<file path="config.mk">
export PLATFORM = sky130hd
export DESIGN_NAME = pcsm_alu
export DESIGN_NICKNAME = d
export VERILOG_FILES = /design/src/rtl/pcsm_pkg.sv /design/src/rtl/pcsm_alu.sv
export SDC_FILE = /design/constraint.sdc
export NUM_CORES = 2
export LEC_CHECK = 0
export BUFFER_PORTS_ARGS = -buffer_cell sky130_fd_sc_hd__buf_2
export CORE_MARGIN = 5
export CORE_UTILIZATION = 65
export DETAILED_ROUTE_END_ITERATION = 10
export PLACE_DENSITY = 0.84
export SLEW_MARGIN = 10
export SYNTH_ARGS = -nofsm -noshare
export SYNTH_HDL_FRONTEND = slang
export SYNTH_SLANG_ARGS = --single-unit
</file>
<file path="constraint.sdc">
create_clock -name i_clk -period 14.4 [get_ports i_clk]
set_input_delay 0.72 -clock i_clk [delete_from_list [all_inputs] [get_ports i_clk]]
set_output_delay 0.72 -clock i_clk [all_outputs]
set_load 0.01 [all_outputs]
</file>
<file path="src/rtl/pcsm_pkg.sv">
// Shared constants, types and helpers for the p-code stack machine core.
package pcsm_pkg;

    localparam int CODE_DEPTH  = 2048;
    localparam int STACK_DEPTH = 4096;
    localparam int MAX_LEVEL   = 3;
    localparam int WORD_WIDTH  = 32;

    localparam int CODE_AW  = $clog2(CODE_DEPTH);
    localparam int STACK_AW = $clog2(STACK_DEPTH);
    localparam int TOP_W    = STACK_AW + 1;
    localparam int IDX_W    = STACK_AW + 3;
    localparam int LV_CW    = $clog2(MAX_LEVEL + 1);
    localparam int INSTR_W  = 16;

    typedef logic signed [IDX_W-1:0] t_idx;
    typedef logic [WORD_WIDTH-1:0]   t_word;

    typedef struct packed {
        logic [2:0]  fn;
        logic [1:0]  lv;
        logic [10:0] a;
    } t_instr;

    localparam logic [1:0] OP_LOAD    = 2'd0;
    localparam logic [1:0] OP_RESTART = 2'd1;
    localparam logic [1:0] OP_EXEC    = 2'd2;
    localparam logic [1:0] OP_NONE    = 2'd3;

    localparam logic [2:0] F_LIT = 3'd0;
    localparam logic [2:0] F_OPR = 3'd1;
    localparam logic [2:0] F_LOD = 3'd2;
    localparam logic [2:0] F_STO = 3'd3;
    localparam logic [2:0] F_CAL = 3'd4;
    localparam logic [2:0] F_INT = 3'd5;
    localparam logic [2:0] F_JMP = 3'd6;
    localparam logic [2:0] F_JPC = 3'd7;

    localparam logic [10:0] OPR_RET = 11'd0;
    localparam logic [10:0] OPR_NEG = 11'd1;
    localparam logic [10:0] OPR_ADD = 11'd2;
    localparam logic [10:0] OPR_SUB = 11'd3;
    localparam logic [10:0] OPR_MUL = 11'd4;
    localparam logic [10:0] OPR_DIV = 11'd5;
    localparam logic [10:0] OPR_ODD = 11'd6;
    localparam logic [10:0] OPR_EQ  = 11'd8;
    localparam logic [10:0] OPR_NE  = 11'd9;
    localparam logic [10:0] OPR_LT  = 11'd10;
    localparam logic [10:0] OPR_GE  = 11'd11;
    localparam logic [10:0] OPR_GT  = 11'd12;
    localparam logic [10:0] OPR_LE  = 11'd13;

    localparam logic [1:0] FAULT_NONE  = 2'd0;
    localparam logic [1:0] FAULT_DIV0  = 2'd1;
    localparam logic [1:0] FAULT_RANGE = 2'd2;

    function automatic logic in_stack(input t_idx x);
        return (x >= t_idx'(0)) && (x < t_idx'(STACK_DEPTH));
    endfunction

    function automatic logic is_binary(input logic [10:0] a);
        return (a >= OPR_ADD && a <= OPR_DIV) || (a >= OPR_EQ && a <= OPR_LE);
    endfunction

endpackage

</file>
<file path="src/rtl/pcsm_alu.sv">
// Stack ALU: combinational arithmetic and compares, iterative signed divider.
module pcsm_alu import pcsm_pkg::*; (
    input  logic        i_clk,
    input  logic        i_rst_n,
    input  logic [10:0] i_op,
    input  t_word       i_x,
    input  t_word       i_y,
    input  logic        i_start,
    output t_word       o_res,
    output t_word       o_quo,
    output logic        o_done
);
    localparam int CW = $clog2(WORD_WIDTH + 1);

    logic            r_busy, n_busy;
    logic [CW-1:0]   r_cnt, n_cnt;
    t_word           r_q, n_q;
    t_word           r_rem, n_rem;
    t_word           r_ay, n_ay;
    logic            r_neg, n_neg;
    logic            r_done, n_done;
    logic [WORD_WIDTH:0] rem_sh;
    logic            nx, ny;

    always_comb begin
        unique case (i_op)
            OPR_ADD: o_res = i_x + i_y;
            OPR_SUB: o_res = i_x - i_y;
            OPR_MUL: o_res = i_x * i_y;
            OPR_EQ:  o_res = t_word'(i_x == i_y);
            OPR_NE:  o_res = t_word'(i_x != i_y);
            OPR_LT:  o_res = t_word'($signed(i_x) <  $signed(i_y));
            OPR_GE:  o_res = t_word'($signed(i_x) >= $signed(i_y));
            OPR_GT:  o_res = t_word'($signed(i_x) >  $signed(i_y));
            default: o_res = t_word'($signed(i_x) <= $signed(i_y));
        endcase
    end

    always_comb begin
        nx     = i_x[WORD_WIDTH-1];
        ny     = i_y[WORD_WIDTH-1];
        n_busy = r_busy;
        n_cnt  = r_cnt;
        n_q    = r_q;
        n_rem  = r_rem;
        n_ay   = r_ay;
        n_neg  = r_neg;
        n_done = 1'b0;
        rem_sh = {r_rem, r_q[WORD_WIDTH-1]};
        if (i_start) begin
            n_busy = 1'b1;
            n_cnt  = CW'(WORD_WIDTH);
            n_q    = nx ? (t_word'(0) - i_x) : i_x;
            n_ay   = ny ? (t_word'(0) - i_y) : i_y;
            n_rem  = '0;
            n_neg  = nx ^ ny;
        end else if (r_busy) begin
            if (rem_sh >= {1'b0, r_ay}) begin
                n_rem = WORD_WIDTH'(rem_sh - {1'b0, r_ay});
                n_q   = {r_q[WORD_WIDTH-2:0], 1'b1};
            end else begin
                n_rem = rem_sh[WORD_WIDTH-1:0];
                n_q   = {r_q[WORD_WIDTH-2:0], 1'b0};
            end
            n_cnt = r_cnt - 1'b1;
            if (r_cnt == CW'(1)) begin
                n_busy = 1'b0;
                n_done = 1'b1;
            end
        end
    end

    always_ff @(posedge i_clk) begin
        if (!i_rst_n) begin
            r_busy <= 1'b0;
            r_done <= 1'b0;
        end else begin
            r_busy <= n_busy;
            r_done <= n_done;
        end
        r_cnt <= n_cnt;
        r_q   <= n_q;
        r_rem <= n_rem;
        r_ay  <= n_ay;
        r_neg <= n_neg;
    end

    assign o_quo  = r_neg ? (t_word'(0) - r_q) : r_q;
    assign o_done = r_done;
endmodule

</file>
==> implementation parameters <==
Parameter                              Value

Critical path
  CP max-delay cell ... sky130_fd_sc_hd__buf_2
  Required @ worst endpoint ... 13.68 ns
  Max stage delay on crit path ... 0.69 ns
  WP buf/inv ... 6
  Worst endpoint data arrival time ... 8.48 ns
  Path type of the worst setup path ... in -> out
  Cell family with the largest share of critical-path delay ... adder cells
  CP startpoint kind ... input pin
  Largest fanout on the critical path ... 33
  Crit. Startpoint ... i_x[5]
  Reg2Reg Launch Point ... r_ay[1]$_DFFE_PP_
  CP Capture Type ... primary output
  Top cell by count, worst path ... sky130_fd_sc_hd__fa_1

STA
  Final Skew ... 0.00690 ns
  Ratio of final minimum period to clock period ... 0.639
  Total of endpoints with negative setup slack in the final report ... 0
  Transition time of the tightest slew-check pin ... 1.06 ns
  Total count of max-transition violations in the final report ... 0
  Hold Worst Slack ... 0.495 ns
  Setup repair after global routing missed its margin ... false
  Final-layout setup total negative slack ... 0 ns
  Max Clock Freq ... 109 MHz
  Slew Limit Headroom ... 0.293
  Time the final worst path needs with I/O delays and setup ... 9.20 ns
  Total count of hold-check failures in the final report ... 0

Synthesis
  Top area cells in the synthesized netlist ... sky130_fd_sc_hd__fa_1 (31%), sky130_fd_sc_hd__ha_1 (10%), sky130_fd_sc_hd__edfxtp_1 (7.3%), sky130_fd_sc_hd__inv_1 (6.8%), sky130_fd_sc_hd__and2_1 (6.0%)
  Mapped Nets ... 3863
  Top-area cell type share of the netlist area ... 0.308
  Compound-gate portion of the synthesized area ... 0.117
  Number of synthesized register bits ... 105
  Number of enable-type register cells in the synthesized netlist ... 65
  Proportion of register bits with asynchronous set or reset after synthesis ... 0
  Xor/xnor cell area share of the yosys netlist ... 0.0762
  Predominant post-synthesis flop cell ... sky130_fd_sc_hd__edfxtp_1
  Synth Area in Simple Gates ... 0.187
  Avg Cell Area, Syn ... 8.46 sq um
  Synth Warn # ... 0
  Adder-cell share of the synthesized area ... 0.413
  Fraction of the yosys area taken by sequential cells ... 0.103
  Fraction of synthesized area in multiplexers ... 0.0101
  Number of distinct library cells after synthesis ... 69
  Biggest area consumer among synthesized cells ... sky130_fd_sc_hd__fa_1
  Synthesized instance count ... 3151
  Netlist Area Pre-Place ... 26700 sq um
  Combinational family with the most area after synthesis ... adder cells

Clocking
  Clock tree from TritonCTS ... done
  Number of buffers added for setup after CTS ... 0
  Number of buffers added by the clock tree synthesis step ... 9
  Clock sink count ... 105
  Root Buffer Master ... sky130_fd_sc_hd__clkbuf_16
  Worst-case clock buffer depth ... 2
  Source-to-sink clock delay at the later pin of the worst-skew pair ... 0.36 ns
  H-tree lvl count ... 3
  CTS hold repair buffers ... 0
  Clock-pin transition on the worst setup and hold timing paths ... 0.08 ns
  Post_cts resized ... 0

Floorplanning
  Die outline width ... 213 microns
  Std-Cell Core Area ... 40700 sq um
  Starting Density ... 0.655
  Die area ... 45200 sq um
  Die height ... 213 microns
  Number of placement rows ... 74
  IO Pins ... 143

GRT
  GRT Resource Usage Total ... 0.375
  Vias in the first global route ... 24100
  Global-route wire length before repair ... 132000 microns
  Initial antenna violation count ... 4
  Total congestion overflow ... 0
  Pin count of the biggest net entering global routing ... 100

Routing
  Post-detailed-route wirelength per cell ... 22.9 microns
  Length of the first detailed-routing pass in iterations ... 9
  Count of antenna-violating nets left after detailed routing ... 0
  Vias ... 23400
  Per-cell via count in the routed design ... 6.35
  Initial DRC Count ... 2557
  Number of remaining DRC errors ... 0
  WL final ... 84200 microns

Final layout
  Area growth from synthesis to layout ... 4.28%
  Number of nets in the layout ... 3856
  Proportion of layout cells with a drive suffix above 1 ... 0.0629
  Post-route insts no fill ... 3684
  Non-Filler Cell Area, Final ... 27800 sq um

Run
  Max capacitance violation total ... 0

Placed design
  Routability congestion estimate from global placement ... 1.04
  DP Area ... 27500 sq um
  Port Buffers ... 142
  HPWL reported at the end of detailed placement ... 63200 microns
  Number of placed cells counting well taps ... 3665

Worst hold path
  Launch instance of the worst min-delay path ... r_rem[28]$_SDFFE_PP0P_
  Worst min-delay path class ... reg -> reg

Outcome
  Run status ... finished, final reports clean
## flip-flops by register name, indices dropped and copies added, names as in the netlist
name    flops
o_done      1
r_q        32
r_cnt       6
r_ay       32
r_busy      1
r_neg       1
r_rem      32
## area by class of cell
class / instances / area, sq um
Antenna cell: 3 / 7.51
Clock inverter: 6 / 73.8
Timing Repair Buffer: 157 / 826
Multi-Input combinational cell: 2384 / 21400
Sequential cell: 105 / 2750
Clock buffer: 10 / 229
Fill cell: 3298 / 12900
Tap cell: 532 / 666
Inverter: 487 / 1830
## cell usage after synthesis, types with 4 or more instances
cell,count
sky130_fd_sc_hd__inv_1,486
sky130_fd_sc_hd__fa_1,411
sky130_fd_sc_hd__nand2_1,320
sky130_fd_sc_hd__and2_1,256
sky130_fd_sc_hd__ha_1,223
sky130_fd_sc_hd__nor2_1,191
sky130_fd_sc_hd__clkbuf_1,162
sky130_fd_sc_hd__xnor2_1,159
sky130_fd_sc_hd__a21oi_1,127
sky130_fd_sc_hd__o21ai_0,111
sky130_fd_sc_hd__xor2_1,73
sky130_fd_sc_hd__edfxtp_1,65
sky130_fd_sc_hd__nor3_1,45
sky130_fd_sc_hd__dfxtp_1,40
sky130_fd_sc_hd__o31ai_1,36
sky130_fd_sc_hd__o22ai_1,34
sky130_fd_sc_hd__nand2b_1,31
sky130_fd_sc_hd__nand3_1,30
sky130_fd_sc_hd__a211oi_1,29
sky130_fd_sc_hd__mux2i_1,27
sky130_fd_sc_hd__a21o_1,26
sky130_fd_sc_hd__nor2b_1,24
sky130_fd_sc_hd__or3_1,21
sky130_fd_sc_hd__nor4_1,18
sky130_fd_sc_hd__o21a_1,18
sky130_fd_sc_hd__nand4_1,15
sky130_fd_sc_hd__o41ai_1,15
sky130_fd_sc_hd__and3_1,13
sky130_fd_sc_hd__or4_1,13
sky130_fd_sc_hd__buf_1,11
sky130_fd_sc_hd__o211ai_1,10
sky130_fd_sc_hd__a31oi_1,9
sky130_fd_sc_hd__o31a_1,9
sky130_fd_sc_hd__or2_2,9
sky130_fd_sc_hd__a21boi_0,7
sky130_fd_sc_hd__a221oi_1,7
sky130_fd_sc_hd__o21bai_1,7
sky130_fd_sc_hd__o311ai_0,5
sky130_fd_sc_hd__a311oi_1,4
sky130_fd_sc_hd__or4_4,4
## worst paths after layout
path	to	slack (ns)	cells after the start
max	o_res[31]	5.20	26
min	r_rem[28]$_SDFFE_PP0P_	0.49	2
max reg2reg	r_rem[7]$_SDFFE_PP0P_	9.88	13
min reg2reg	r_rem[28]$_SDFFE_PP0P_	0.49	2
## metal layers
metal,track usage,part of all wire,up-vias
li1,-,-,10100
met1,0.502,0.37,11400
met2,0.589,0.44,1519
met3,0.0741,0.12,339
met4,0.179,0.058,4
met5,0,0.00027,-
## stage by stage
stage,setup WS (ns),utilization
after global routing,4.99,0.683
after global placement,5.50,0.675
after detailed placement,5.37,0.675
final,5.20,0.683
after floorplan,6.29,-
after CTS,5.37,0.683
## cells in the final DEF (no fill, tap or decap), drive strengths merged, types with 10 or more instances in the layout
cell and count:
inv 490, fa 411, nand2 320, and2 256
ha 223, nor2 191, xnor2 159, buf 157
a21oi 127, o21ai 111, xor2 73, edfxtp 65
nor3 45, dfxtp 40, o31ai 39, o22ai 34
nand2b 31, nand3 30, a211oi 29, mux2i 27
a21o 26, nor2b 24, or3 23, nor4 18
o21a 18, or4 17, o41ai 16, nand4 15
and3 13, o211ai 10, or2 10, clkbuf 10
## worst register-to-register path, delay by kind of cell, from the launching register on
family	cells	cell delay, ns
compound gates	7	1.81
fa+ha+maj	1	0.23
buf+inv	2	0.64
flops	1	0.47
mux	1	0.29
simple gates	2	0.91
## cell families (layout without fill, tap and decap cells)
logic type,Yosys count,in the layout
AOI/OAI and AO/OA,487,487
xor gates and xnor gates,232,232
adders and majority gates,634,634
buffers and inverters,662,660
DFF,105,105
muxes,27,27
other,0,3
and+or+nand+nor,1004,1004
Power is not shown: default switching activity piles up to over one toggle a cycle in this logic, so the estimate is an artifact.
